File: config.mk
export PLATFORM = sky130hd
export DESIGN_NAME = rgb_frame_difference_mse
export DESIGN_NICKNAME = d
export VERILOG_FILES = /design/src/rfdm_pkg.sv /design/src/rgb_frame_difference_mse.sv /design/src/rfdm_div.sv
export VERILOG_INCLUDE_DIRS = /design/src /design/src/src
export SDC_FILE = /design/constraint.sdc
export NUM_CORES = 1
export LEC_CHECK = 0
export ABC_CLOCK_PERIOD_IN_PS = 26200
export BUFFER_PORTS_ARGS = -buffer_cell sky130_fd_sc_hd__buf_2
export CAP_MARGIN = 20
export CORE_MARGIN = 8
export CORE_UTILIZATION = 55
export CTS_BUF_LIST = sky130_fd_sc_hd__clkbuf_4 sky130_fd_sc_hd__clkbuf_8 sky130_fd_sc_hd__clkbuf_16
export CTS_CLUSTER_DIAMETER = 80
export DETAILED_ROUTE_END_ITERATION = 7
export PLACE_DENSITY = 0.85
export SYNTH_ARGS = -nofsm -noshare
export SYNTH_HDL_FRONTEND = slang
export SYNTH_SLANG_ARGS = --single-unit
File: constraint.sdc
create_clock -name clk -period 26.2 [get_ports clk]
set_input_delay 2.62 -clock clk [delete_from_list [all_inputs] [get_ports clk]]
set_output_delay 2.62 -clock clk [all_outputs]
set_load 0.03 [all_outputs]
File: src/rgb_frame_difference_mse_macros.svh
// Assertion macros shared by the RTL files.
`ifndef RGB_FRAME_DIFFERENCE_MSE_MACROS_SVH
`define RGB_FRAME_DIFFERENCE_MSE_MACROS_SVH

// Same-cycle implication, checked out of reset.
`define RFDM_ASSERT_NOW(lbl, ante, cons) \
	lbl: assert property (@(posedge clk) disable iff (!arst_n) (ante) |-> (cons)) \
		else $error("rfdm check failed");

// Next-cycle implication, checked out of reset.
`define RFDM_ASSERT_NEXT(lbl, ante, cons) \
	lbl: assert property (@(posedge clk) disable iff (!arst_n) (ante) |=> (cons)) \
		else $error("rfdm check failed");

`endif

File: src/rfdm_pkg.sv
package rfdm_pkg;

	localparam int MAX_FRAME_PIXELS_DEF = 16777216;
	localparam int SUM_W     = 40;
	localparam int TOT_W     = SUM_W + 2;
	localparam int FRAC_W    = 8;
	localparam int DVD_W     = TOT_W + FRAC_W;
	localparam int DVS_W_DEF = 25;
	localparam int PIX_W     = 8;
	localparam int MSE_CH_W  = 24;
	localparam int MSE_TOT_W = 26;
	localparam int S_DATA_W  = 48;
	localparam int M_DATA_W  = 128;
	localparam int CFG_IDX_W = 2;
	localparam int CFG_DAT_W = 8;

	localparam logic [DVD_W-1:0] MSE_CH_MAX  = DVD_W'(16646400);
	localparam logic [DVD_W-1:0] MSE_TOT_MAX = DVD_W'(49939200);

	// configuration register indexes
	localparam logic [CFG_IDX_W-1:0] REG_GAIN = 2'd0;
	localparam logic [CFG_IDX_W-1:0] REG_MARK = 2'd1;

	// channel / division selector codes
	typedef enum logic [1:0] {
		SEL_RED,
		SEL_GREEN,
		SEL_BLUE,
		SEL_TOTAL
	} sel_t;

	typedef enum logic [2:0] {
		ST_IDLE,
		ST_CHAN,
		ST_ACC,
		ST_DIV_START,
		ST_DIV_WAIT,
		ST_EMIT
	} state_t;

	// divider handshake toward the sequencer
	typedef struct packed {
		logic busy;
		logic done;
	} div_stat_t;

endpackage

File: src/rgb_frame_difference_mse.sv
// Flow: an input word is taken in idle, its three channels then go in turn through the
// shared per-channel difference/square unit, the sums accumulate and the result word is
// emitted; a frame's last pixel adds four divisions (red, green, blue, total) before the
// emit. A new pixel is taken only after the last one's result has gone to the output.
// Reset: gain 1, mark mode off, sums and pixel count zero, no result pending.
`include "rgb_frame_difference_mse_macros.svh"

module rgb_frame_difference_mse
	import rfdm_pkg::*;
#(
	parameter int MAX_FRAME_PIXELS = MAX_FRAME_PIXELS_DEF
) (
	input  logic                 clk,
	input  logic                 arst_n,
	input  logic                 s_tvalid,
	output logic                 s_tready,
	// first_red, first_green, first_blue, second_red, second_green, second_blue
	input  logic [S_DATA_W-1:0]  s_tdata,
	input  logic                 s_tlast,
	output logic                 m_tvalid,
	input  logic                 m_tready,
	// diff_red, diff_green, diff_blue, mse_red, mse_green, mse_blue, mse_total, zero pad
	output logic [M_DATA_W-1:0]  m_tdata,
	// frame_done
	output logic                 m_tuser,
	input  logic                 cfg_we,
	input  logic [CFG_IDX_W-1:0] cfg_index,
	input  logic [CFG_DAT_W-1:0] cfg_data
);

	localparam int CNT_W = $clog2(MAX_FRAME_PIXELS + 1);
	localparam logic [CNT_W-1:0] CNT_MAX = CNT_W'(MAX_FRAME_PIXELS);
	localparam int PAD_W = M_DATA_W - 3*PIX_W - 3*MSE_CH_W - MSE_TOT_W;

	state_t state_q, state_d;

	logic [PIX_W-1:0]    gain_q;
	logic                mark_q;
	logic [S_DATA_W-1:0] px_q;
	logic                last_q;
	sel_t                ch_q;
	sel_t                div_sel_q;

	logic [SUM_W-1:0]    sum_r_q, sum_g_q, sum_b_q;
	logic [CNT_W-1:0]    count_q;
	logic [15:0]         sq_q;
	sel_t                acc_ch_q;
	logic                acc_vld_q;

	logic [PIX_W-1:0]    diff_r_q, diff_g_q, diff_b_q;
	logic [MSE_CH_W-1:0] mse_r_q, mse_g_q, mse_b_q;
	logic [MSE_TOT_W-1:0] mse_t_q;

	logic                m_valid_q;
	logic [M_DATA_W-1:0] m_data_q;
	logic                m_user_q;

	// sequencer outputs
	logic chan_en, acc_en, div_start, emit_ok, frame_clr;

	// shared channel unit
	logic [PIX_W-1:0]   a_c, b_c;
	logic signed [8:0]  d_c;
	logic signed [17:0] sq_full;
	logic signed [17:0] prod_c;
	logic signed [17:0] v_c;
	logic [PIX_W-1:0]   pix_c;

	// accumulator
	logic [SUM_W-1:0]   acc_old;
	logic [SUM_W:0]     acc_sum;
	logic [SUM_W-1:0]   acc_sat;

	// divider
	logic [TOT_W-1:0]   tot_c;
	logic [DVD_W-1:0]   dividend_c;
	logic [DVD_W-1:0]   quot;
	logic [DVD_W-1:0]   quot_cap;
	div_stat_t          div_stat;

	// ---------------- next state ----------------
	always_comb begin
		state_d = state_q;
		unique case (state_q)
			ST_IDLE:      if (s_tvalid) state_d = ST_CHAN;
			ST_CHAN:      if (ch_q == SEL_BLUE) state_d = ST_ACC;
			ST_ACC:       state_d = last_q ? ST_DIV_START : ST_EMIT;
			ST_DIV_START: state_d = ST_DIV_WAIT;
			ST_DIV_WAIT: begin
				if (div_stat.done) begin
					state_d = (div_sel_q == SEL_TOTAL) ? ST_EMIT : ST_DIV_START;
				end
			end
			ST_EMIT:      if (!m_valid_q || m_tready) state_d = ST_IDLE;
			default:      state_d = ST_IDLE;
		endcase
	end

	// ---------------- sequencer outputs ----------------
	always_comb begin
		s_tready  = 1'b0;
		chan_en   = 1'b0;
		acc_en    = 1'b0;
		div_start = 1'b0;
		emit_ok   = 1'b0;
		unique case (state_q)
			ST_IDLE:      s_tready  = 1'b1;
			ST_CHAN:      chan_en   = 1'b1;
			ST_ACC:       acc_en    = 1'b1;
			ST_DIV_START: div_start = 1'b1;
			ST_DIV_WAIT:  ;
			ST_EMIT:      emit_ok   = !m_valid_q || m_tready;
			default:      ;
		endcase
		frame_clr = emit_ok && last_q;
	end

	always_ff @(posedge clk or negedge arst_n) begin
		if (!arst_n) begin
			state_q <= ST_IDLE;
		end else begin
			state_q <= state_d;
		end
	end

	// ---------------- configuration ----------------
	always_ff @(posedge clk or negedge arst_n) begin
		if (!arst_n) begin
			gain_q <= PIX_W'(1);
			mark_q <= 1'b0;
		end else if (cfg_we) begin
			if (cfg_index == REG_GAIN) begin
				gain_q <= cfg_data;
			end else if (cfg_index == REG_MARK) begin
				mark_q <= cfg_data[0];
			end
		end
	end

	// ---------------- input capture ----------------
	always_ff @(posedge clk) begin
		if (s_tvalid && s_tready) begin
			px_q   <= s_tdata;
			last_q <= s_tlast;
		end
	end

	always_ff @(posedge clk or negedge arst_n) begin
		if (!arst_n) begin
			ch_q <= SEL_RED;
		end else if (s_tvalid && s_tready) begin
			ch_q <= SEL_RED;
		end else if (chan_en) begin
			ch_q <= sel_t'(ch_q + 2'd1);
		end
	end

	// ---------------- shared channel unit ----------------
	always_comb begin
		unique case (ch_q)
			SEL_RED:   begin a_c = px_q[7:0];   b_c = px_q[31:24]; end
			SEL_GREEN: begin a_c = px_q[15:8];  b_c = px_q[39:32]; end
			SEL_BLUE:  begin a_c = px_q[23:16]; b_c = px_q[47:40]; end
			default:   begin a_c = '0;          b_c = '0;          end
		endcase
	end

	assign d_c     = $signed({1'b0, a_c}) - $signed({1'b0, b_c});
	assign sq_full = d_c * d_c;
	assign prod_c  = d_c * $signed({1'b0, gain_q});
	assign v_c     = prod_c + 18'sd128;

	always_comb begin
		if (mark_q) begin
			pix_c = (d_c != 9'sd0) ? 8'd255 : 8'd0;
		end else if (v_c < 18'sd0) begin
			pix_c = 8'd0;
		end else if (v_c > 18'sd255) begin
			pix_c = 8'd255;
		end else begin
			pix_c = v_c[7:0];
		end
	end

	always_ff @(posedge clk) begin
		if (chan_en) begin
			sq_q     <= sq_full[15:0];
			acc_ch_q <= ch_q;
			unique case (ch_q)
				SEL_RED:   diff_r_q <= pix_c;
				SEL_GREEN: diff_g_q <= pix_c;
				SEL_BLUE:  diff_b_q <= pix_c;
				default:   ;
			endcase
		end
	end

	always_ff @(posedge clk or negedge arst_n) begin
		if (!arst_n) begin
			acc_vld_q <= 1'b0;
		end else begin
			acc_vld_q <= chan_en;
		end
	end

	// ---------------- saturating accumulation ----------------
	always_comb begin
		unique case (acc_ch_q)
			SEL_RED:   acc_old = sum_r_q;
			SEL_GREEN: acc_old = sum_g_q;
			SEL_BLUE:  acc_old = sum_b_q;
			default:   acc_old = '0;
		endcase
	end

	assign acc_sum = {1'b0, acc_old} + {{(SUM_W-15){1'b0}}, sq_q};
	assign acc_sat = acc_sum[SUM_W] ? {SUM_W{1'b1}} : acc_sum[SUM_W-1:0];

	always_ff @(posedge clk or negedge arst_n) begin
		if (!arst_n) begin
			sum_r_q <= '0;
			sum_g_q <= '0;
			sum_b_q <= '0;
			count_q <= '0;
		end else if (frame_clr) begin
			sum_r_q <= '0;
			sum_g_q <= '0;
			sum_b_q <= '0;
			count_q <= '0;
		end else begin
			if (acc_vld_q) begin
				unique case (acc_ch_q)
					SEL_RED:   sum_r_q <= acc_sat;
					SEL_GREEN: sum_g_q <= acc_sat;
					SEL_BLUE:  sum_b_q <= acc_sat;
					default:   ;
				endcase
			end
			if (acc_en && (count_q < CNT_MAX)) begin
				count_q <= count_q + 1'b1;
			end
		end
	end

	// ---------------- division sequence ----------------
	assign tot_c = TOT_W'(sum_r_q) + TOT_W'(sum_g_q) + TOT_W'(sum_b_q);

	always_comb begin
		unique case (div_sel_q)
			SEL_RED:   dividend_c = {DVD_W'(sum_r_q)} << FRAC_W;
			SEL_GREEN: dividend_c = {DVD_W'(sum_g_q)} << FRAC_W;
			SEL_BLUE:  dividend_c = {DVD_W'(sum_b_q)} << FRAC_W;
			SEL_TOTAL: dividend_c = {DVD_W'(tot_c)} << FRAC_W;
			default:   dividend_c = '0;
		endcase
	end

	rfdm_div #(
		.DIVIDEND_W (DVD_W),
		.DIVISOR_W  (CNT_W)
	) u_div (
		.clk      (clk),
		.arst_n   (arst_n),
		.start    (div_start),
		.dividend (dividend_c),
		.divisor  (count_q),
		.stat     (div_stat),
		.quotient (quot)
	);

	always_comb begin
		if (div_sel_q == SEL_TOTAL) begin
			quot_cap = (quot > MSE_TOT_MAX) ? MSE_TOT_MAX : quot;
		end else begin
			quot_cap = (quot > MSE_CH_MAX) ? MSE_CH_MAX : quot;
		end
	end

	always_ff @(posedge clk or negedge arst_n) begin
		if (!arst_n) begin
			div_sel_q <= SEL_RED;
		end else if (acc_en) begin
			div_sel_q <= SEL_RED;
		end else if ((state_q == ST_DIV_WAIT) && div_stat.done) begin
			div_sel_q <= sel_t'(div_sel_q + 2'd1);
		end
	end

	always_ff @(posedge clk) begin
		if ((state_q == ST_DIV_WAIT) && div_stat.done) begin
			unique case (div_sel_q)
				SEL_RED:   mse_r_q <= quot_cap[MSE_CH_W-1:0];
				SEL_GREEN: mse_g_q <= quot_cap[MSE_CH_W-1:0];
				SEL_BLUE:  mse_b_q <= quot_cap[MSE_CH_W-1:0];
				SEL_TOTAL: mse_t_q <= quot_cap[MSE_TOT_W-1:0];
				default:   ;
			endcase
		end
	end

	// ---------------- output register ----------------
	always_ff @(posedge clk or negedge arst_n) begin
		if (!arst_n) begin
			m_valid_q <= 1'b0;
		end else if (emit_ok) begin
			m_valid_q <= 1'b1;
		end else if (m_tready) begin
			m_valid_q <= 1'b0;
		end
	end

	always_ff @(posedge clk) begin
		if (emit_ok) begin
			m_user_q <= last_q;
			if (last_q) begin
				m_data_q <= {{PAD_W{1'b0}}, mse_t_q, mse_b_q, mse_g_q, mse_r_q,
				             diff_b_q, diff_g_q, diff_r_q};
			end else begin
				m_data_q <= {{(M_DATA_W-3*PIX_W){1'b0}}, diff_b_q, diff_g_q, diff_r_q};
			end
		end
	end

	assign m_tvalid = m_valid_q;
	assign m_tdata  = m_data_q;
	assign m_tuser  = m_user_q;

	`RFDM_ASSERT_NEXT(a_accept_starts_red, s_tvalid && s_tready,
		(state_q == ST_CHAN) && (ch_q == SEL_RED))
	`RFDM_ASSERT_NOW(a_done_only_waiting, div_stat.done, state_q == ST_DIV_WAIT)
	`RFDM_ASSERT_NOW(a_count_bound, 1'b1, count_q <= CNT_MAX)
	`RFDM_ASSERT_NOW(a_plain_word_no_mse, m_tvalid && !m_tuser,
		m_tdata[M_DATA_W-1:3*PIX_W] == '0)

endmodule

File: src/rfdm_div.sv
`include "rgb_frame_difference_mse_macros.svh"

module rfdm_div
	import rfdm_pkg::*;
#(
	parameter int DIVIDEND_W = DVD_W,
	parameter int DIVISOR_W  = DVS_W_DEF
) (
	input  logic                  clk,
	input  logic                  arst_n,
	input  logic                  start,
	input  logic [DIVIDEND_W-1:0] dividend,
	input  logic [DIVISOR_W-1:0]  divisor,
	output div_stat_t             stat,
	output logic [DIVIDEND_W-1:0] quotient
);

	localparam int STEP_W = $clog2(DIVIDEND_W + 1);
	localparam logic [STEP_W-1:0] LAST_STEP = STEP_W'(DIVIDEND_W - 1);

	logic [DIVIDEND_W-1:0] dq_q;
	logic [DIVISOR_W-1:0]  rem_q;
	logic [STEP_W-1:0]     step_q;
	logic                  busy_q;
	logic                  done_q;

	logic [DIVISOR_W:0]    trial;
	logic [DIVISOR_W:0]    diff;
	logic                  ge;

	// one quotient bit per cycle, restoring
	assign trial = {rem_q, dq_q[DIVIDEND_W-1]};
	assign ge    = trial >= {1'b0, divisor};
	assign diff  = trial - {1'b0, divisor};

	always_ff @(posedge clk or negedge arst_n) begin
		if (!arst_n) begin
			busy_q <= 1'b0;
			done_q <= 1'b0;
			step_q <= '0;
		end else begin
			done_q <= busy_q && (step_q == LAST_STEP);
			if (start) begin
				busy_q <= 1'b1;
				step_q <= '0;
			end else if (busy_q) begin
				step_q <= step_q + 1'b1;
				if (step_q == LAST_STEP) begin
					busy_q <= 1'b0;
				end
			end
		end
	end

	always_ff @(posedge clk) begin
		if (start) begin
			dq_q  <= dividend;
			rem_q <= '0;
		end else if (busy_q) begin
			dq_q  <= {dq_q[DIVIDEND_W-2:0], ge};
			rem_q <= ge ? diff[DIVISOR_W-1:0] : trial[DIVISOR_W-1:0];
		end
	end

	assign stat.busy = busy_q;
	assign stat.done = done_q;
	assign quotient  = dq_q;

	`RFDM_ASSERT_NOW(a_div_no_restart, busy_q, !start)
	`RFDM_ASSERT_NEXT(a_div_start_busy, start, busy_q && (step_q == '0))
	`RFDM_ASSERT_NOW(a_div_step_range, busy_q, step_q <= LAST_STEP)

endmodule
==> results.sh, run 1 <==
export IMPL_async_flop_share_pct=30.7
export IMPL_place_congestion=0.916
export IMPL_die_h_um=264
export IMPL_grt_pass1_wl_um=135000
export IMPL_crit_fanout=19
export IMPL_routed_wl_met2_um=40700
export IMPL_ys_seq_elements=557
export IMPL_tightestPinTransition_ns=1.10
export IMPL_cpMostUsedCell="fa_1"
export IMPL_yosysSeqAreaShare_pct=46.3
export IMPL_slowest_stage="o211ai_1"
export IMPL_drt_iter0_drc=3101
export IMPL_drcViolationCount=4
export IMPL_grt_total_usage_pct=23.5
export IMPL_synth_edff_count=361
export IMPL_cts_tree="yes"
export IMPL_nNetsFinal=3667
export IMPL_m1WireLength_um=32700
export IMPL_synth_ff_type="edfxtp_1"
export IMPL_synth_avg_cell_area_um2=10.7
export IMPL_dieWidth_um=264
export IMPL_outcome="finished with violations"
export IMPL_antenna_found_initial=1
export IMPL_synth_cell_types=85
export IMPL_hold_path_depth=0
export IMPL_hpwl_um=56300
export IMPL_grt_pass1_vias=25400
export IMPL_start_util_pct=55.1
export IMPL_path_clk_slew_ns=0.07
export IMPL_syn_area_um2=33800
export IMPL_yosys_warnings=0
export IMPL_first_pass_iters=8
export IMPL_final_hold_viol_count=0
export IMPL_worst_hold_path_type="flop to flop"
export IMPL_setup_viol=0
export IMPL_finalMaxSlewViolations=0
export IMPL_path_class="flop to flop"
export IMPL_netlist_area_leader_share_pct=32.1
export IMPL_vias=25100
export IMPL_core_rowCount=91
export IMPL_start_kind="flop"
export IMPL_cts_sinks=557
export IMPL_reg2regPathDepth=31
export IMPL_crit_required_ns=26.69
export IMPL_ctsResizeCount=0
export IMPL_slew_limit_headroom_pct=26.6
export IMPL_critPathArrivalTime_ns=9.63
export IMPL_violations="design-rule violations"
export IMPL_cap_viol_max_count=0
export IMPL_viasPerCell=6.11
export IMPL_areaGrowthSynthToFinish_pct=10.9
export IMPL_fin_crit_sh_pct=34.9
export IMPL_max_freq_mhz=109
export IMPL_max_stage_delay_ns=0.84
export IMPL_cts_root_buf="clkbuf_16"
export IMPL_wl_met3_um=7180
export IMPL_wirelength_um=83300
export IMPL_crit_path_end_kind="flop"
export IMPL_clockBufferDepth=3
export IMPL_cts_hold_buffers=0
export IMPL_insertion_delay_ns=0.65
export IMPL_synth_cells=3143
export IMPL_skew_ns=0.0557
export IMPL_cts_buffers_inserted=58
export IMPL_routed_top_layer="met4"
export IMPL_grt_start_max_net_pins=103
export IMPL_wl_per_cell_um=20.3
export IMPL_drive_above_1_share_pct=11.7
export IMPL_pin_count=195
export IMPL_yosys_area_top_type="edfxtp_1"
export IMPL_period_needed_ns=9.14
export IMPL_rsz0062_at_grt="no"
export IMPL_portBuffers=188
export IMPL_grt_overflow=0
export IMPL_cts_max_level=2
export IMPL_die_area_um2=69600
export IMPL_core_area_um2=61300
export IMPL_antenna_left=0
export IMPL_ys_top_cells_by_area="edfxtp_1, dfrtp_1, fa_1"
export IMPL_setup_tns_ns=0
export IMPL_cts_setup_buffers=0
[layout by cell type (no fill, tap or decap), types with 11 or more instances in the layout]
cell type	instances
edfxtp_1	361
nand2_1	242
nor2_1	233
o21ai_0	210
inv_1	209
a21oi_1	194
buf_2	187
ha_1	178
dfrtp_1	170
and2_1	169
fa_1	156
xnor2_1	95
mux2i_1	62
clkbuf_16	58
a211oi_1	55
nor3_1	48
xor2_1	43
a21o_1	39
nand3_1	38
buf_4	35
a31oi_1	29
o21a_1	28
a222oi_1	27
and3_1	25
dfxtp_1	25
nand4_1	23
a221o_1	20
nor2b_1	19
o31ai_1	19
nand2b_1	19
or3_1	19
o211ai_1	18
nor4_1	16
mux2_2	16
or2_2	15
clkbuf_4	11
[registers in the layout (all words and copies together), names as in the netlist, 3 cells and up]
signal,cells
m_tdata,122
u_div.quotient,50
px_q,48
sum_b_q,40
sum_g_q,40
sum_r_q,40
mse_t_q,26
count_q,25
u_div.rem_q,25
mse_b_q,24
mse_g_q,24
mse_r_q,24
sq_q,15
diff_b_q,8
diff_g_q,8
diff_r_q,8
gain_q,8
u_div.step_q,6
state_q,3
[per-layer routing]
metal | GRT usage, % | vias to the layer above
met5 | 0 | -
met3 | 4.89 | 202
met2 | 39.7 | 1214
met4 | 8.67 | 0
met1 | 29.7 | 12200
li1 | - | 11500
[worst paths after layout]
path,endpoint,from,slack [ns]
max in group asynchronous,sum_g_q[6],arst_n,22.30
min in group asynchronous,sum_g_q[33],arst_n,2.06
hold / removal,m_tdata[15],diff_g_q[7],0.42
setup / recovery,diff_g_q[0],ch_q[0],17.06
setup reg to reg,diff_g_q[0],ch_q[0],17.06
hold reg to reg,m_tdata[15],diff_g_q[7],0.42
[worst max-delay path, delay by kind of cell, from the launching register on]
family / cells / cell delay [ns]
simple gates: 6 / 0.92
fa+ha+maj: 8 / 3.91
buf+inv: 5 / 0.55
xor+xnor: 1 / 0.13
compound gates: 11 / 3.00
flops: 1 / 0.44
[Yosys cell counts (48+ instances only)]
library cell and number:
edfxtp_1 361, fa_1 156, nand2_1 243, a211oi_1 55, ha_1 178, xnor2_1 95
dfrtp_1 170, nor3_1 48, mux2i_1 62, inv_1 210, and2_1 173, clkbuf_1 129
nor2_1 235, o21ai_0 210, a21oi_1 194
[layout make-up]
class / count / area [µm²]
Sequential cell: 557 / 15600
Tap cell: 790 / 988
Timing Repair Buffer: 225 / 1260
Multi-Input combinational cell: 2213 / 16700
Clock inverter: 37 / 487
Antenna cell: 1 / 2.50
Inverter: 214 / 803
Fill cell: 4668 / 23800
Clock buffer: 71 / 1560
[cell families (layout without fill, tap and decap cells)]
kind of cell / after synthesis / count (layout) / synth area share (%)
and+or+nand+nor: 905 / 905 / 13.1
AOI/OAI and AO/OA: 752 / 752 / 14.4
DFF: 557 / 557 / 46.3
buffers and inverters: 378 / 547 / 4.43
adders and majority gates: 334 / 334 / 15.8
xor gates and xnor gates: 138 / 138 / 3.58
muxes: 78 / 78 / 2.37
other: 1 / 7 / 0.0111
[per-stage QoR]
step                      utilization [%]  instance area, µm²  setup WS (ns)  cells  hold slack [ns]
after floorplan                         -               33800          16.25   3148            0.400
after global placement               57.7               35300          17.80   3997            0.402
after detailed placement             57.7               35300          17.49   3997            0.408
after CTS                            61.0               37400          17.27   4105            0.423
after global routing                 61.1               37400          16.49   4108            0.433
final                                61.1               37400          17.06   4108            0.423
Power of run 1 is not shown: default switching activity piles up to over one toggle a cycle in this logic, so the estimate is an artifact.
==> run 2, diff against run 1 <==
Settings changed: ABC_AREA set to 1, ABC_CLOCK_PERIOD_IN_PS 26200 to 7800, PLACE_DENSITY 0.85 to 0.88.
Clock period 26.2 ns to 7.8 ns, I/O delays scaled along.
==> run 2 against run 1 <==
  * The flow now finishes without violations
  * Synthesized cell count is 37% higher
  * Die area is 6.6% higher
  * First-iteration DRC count is 13% higher
  * Sequential share of layout area is 2.8 points lower
  * Non-clock buffer count is 16 higher
  * Count of clock-buffer cells in the layout is 6 higher
  * Flip-flop and latch count stayed put
  * Synthesized area is 7.1% higher
  * Via count is 23% higher
  * Worst hold slack worse by 0.24 ns
  * Register-to-register slack worse by 17 ns
  * Largest cell class unchanged
  * Highest routed layer is now met5
==> results.sh, run 2 <==
export IMPL_final_cell_mix="nand2_1, inv_1, nor2_1, edfxtp_1, nand3_1"
export IMPL_p_comb_share_pct=29.5
export IMPL_power_leakage_nw=18.6
export IMPL_synth_edff_count=361
export IMPL_cts_tree="yes"
export IMPL_clock_power_share_pct=32.9
export IMPL_ys_seq_elements=557
export IMPL_design_area_um2=40100
export IMPL_first_pass_iters=6
export IMPL_pin_count=195
export IMPL_nNetsFinal=4870
export IMPL_start_util_pct=55.3
export IMPL_antenna_cells=0
export IMPL_worst_hold_path_type="primary input to async pin"
export IMPL_grt_total_usage_pct=26.2
export IMPL_die_area_um2=74200
export IMPL_grt_start_max_net_pins=102
export IMPL_dieWidth_um=272
export IMPL_cts_buffers_inserted=56
export IMPL_max_freq_mhz=137
export IMPL_setup_viol=0
export IMPL_dp_cells=5276
export IMPL_tightestPinTransition_ns=1.08
export IMPL_cellPowerDensity_nw_per_um2=215
export IMPL_period_needed_ns=7.29
export IMPL_p_total_mw=8.63
export IMPL_irDropWorstVdd_v=0.000315
export IMPL_portBuffers=188
export IMPL_switching_share_pct=33.1
export IMPL_synth_cells=4302
export IMPL_max_stage_delay_ns=0.53
export IMPL_yosysSeqAreaShare_pct=43.2
export IMPL_place_area_um2=38000
export IMPL_hpwl_um=74500
export IMPL_dp_slack_ns=-0.108
export IMPL_drive_above_1_share_pct=10.0
export IMPL_cpMostUsedCell="inv_1"
export IMPL_core_rowCount=94
export IMPL_slowest_stage="fa_1"
export IMPL_ys_top_cells_by_area="edfxtp_1, nand2_1, dfrtp_1"
export IMPL_insertion_delay_ns=0.65
export IMPL_yosys_warnings=0
export IMPL_layout_commonest_cell="nand2_1"
export IMPL_crit_required_ns=8.21
export IMPL_outcome="completed"
export IMPL_vias=30800
export IMPL_power_internal_mw=5.77
export IMPL_cts_max_level=2
export IMPL_r2r_end="sq_q[13]"
export IMPL_cts_sinks=557
export IMPL_cap_viol_max_count=0
export IMPL_syn_area_um2=36200
export IMPL_start_kind="flop"
export IMPL_netlist_area_leader_share_pct=30.0
export IMPL_reg2reg_slack_ns=0.51
export IMPL_wirelength_um=100000
export IMPL_reg2reg_from="ch_q[1]"
export IMPL_path_clk_slew_ns=0.07
export IMPL_power_switching_mw=2.85
export IMPL_cts_root_buf="clkbuf_16"
export IMPL_crit_path_end_kind="flop"
export IMPL_timing_final_ws_setup_ns=0.513
export IMPL_yosys_area_top_type="edfxtp_1"
export IMPL_skew_ns=0.0609
export IMPL_yosys_top_cells_count="nand2_1, inv_1, nor2_1"
export IMPL_crit_fanout=14
export IMPL_core_area_um2=65400
export IMPL_antenna_found_initial=2
export IMPL_fin_crit_sh_pct=93.4
export IMPL_reg2regPathDepth=38
export IMPL_grt_pass1_wl_um=158000
export IMPL_synth_ff_type="edfxtp_1"
export IMPL_clockBufferDepth=3
export IMPL_largest_reg_flops=122
export IMPL_stdcell_count=5383
export IMPL_power_frac_seq_pct=37.6
export IMPL_async_flop_share_pct=30.7
export IMPL_slew_limit_headroom_pct=28.2
export IMPL_hold_worst_slack_ns=0.181
export IMPL_antenna_left=0
export IMPL_areaGrowthSynthToFinish_pct=10.9
export IMPL_drcViolationCount=0
export IMPL_fillers=5441
export IMPL_synth_most_common_cell="nand2_1"
export IMPL_synth_cell_types=58
export IMPL_finalMaxSlewViolations=0
export IMPL_place_congestion=1.01
export IMPL_grt_pass1_vias=29900
export IMPL_synth_avg_cell_area_um2=8.40
export IMPL_path_class="flop to flop"
export IMPL_crit_family="adder cells"
export IMPL_die_h_um=272
export IMPL_final_hold_viol_count=0
export IMPL_wl_per_cell_um=18.6
export IMPL_grt_overflow=0
export IMPL_cp_num_buf_inv=12
export IMPL_critPathArrivalTime_ns=7.70
export IMPL_viasPerCell=5.72
export IMPL_drt_iter0_drc=3499
-- run 2: cells by family after synthesis --
family	count (synthesis)	share of synthesized area, %
and+or+nand+nor	2070	24.1
other	1	0.0104
DFF	557	43.2
adders and majority gates	334	14.8
xor gates and xnor gates	63	1.53
AOI/OAI and AO/OA	528	8.18
buffers and inverters	749	8.13
-- run 2: power groups by stage --
| stage | combinational [mW] | clock [mW] | sequential, mW |
|---|---|---|---|
| 2_1_floorplan | 1.86 | 0 | 3.29 |
| 3_3_place_gp | 2.39 | 0 | 3.31 |
| 3_5_place_dp | 2.44 | 0 | 3.31 |
| 4_1_cts | 2.49 | 2.87 | 3.24 |
| 5_1_grt | 2.93 | 2.98 | 3.24 |
| 6_report | 2.55 | 2.84 | 3.25 |
-- run 2: area by class of cell --
cell class	instances	area [µm²]	area share, %
well taps	864	1080	2.70
multi-input cells	3001	17800	44.3
clock inverters	28	338	0.842
inverters	615	2310	5.77
repair buffers	241	1350	3.35
clock buffers	77	1640	4.08
flip-flops and latches	557	15600	39.0
-- run 2: worst max-delay path by stage --
stage	start	end	slack (ns)	cells after the start
6_report	ch_q[1]	sq_q[13]	0.51	38
5_1_grt	ch_q[1]	diff_b_q[7]	-0.02	39
4_1_cts	ch_q[0]	diff_g_q[5]	0.10	37
3_5_place_dp	ch_q[0]	diff_g_q[1]	-0.11	37
3_3_place_gp	ch_q[0]	diff_b_q[2]	0.12	37
2_1_floorplan	ch_q[0]	diff_b_q[0]	0.27	39
-- run 2: stage by stage --
step | utilization (%) | setup TNS [ns]
floorplan | - | 0
global placement | 58.1 | 0
detailed placement | 58.1 | -2.22
CTS | 61.2 | 0
global route | 61.3 | -0.0768
finish | 61.3 | 0
-- run 2: repair_timing --
| action | CTS | global route |
|---|---|---|
| endpoints found under the setup margin | 24 | 30 |
| setup buffers | 0 | 2 |
| gates resized for setup | 2 | 29 |
| endpoints found under the hold margin | 0 | 0 |
| pin swaps | 0 | 2 |
| hold buffers | 0 | 0 |
-- run 2: per-layer routing --
layer | global-route usage, % | part of all wire (%) | vias up
met5 | 0 | 0.025 | -
met4 | 9.87 | 3.9 | 4
met3 | 5.66 | 10 | 305
met2 | 42.8 | 46 | 1694
met1 | 34.2 | 39 | 14400
li1 | - | - | 14400
(Power assumes the default switching activity.)
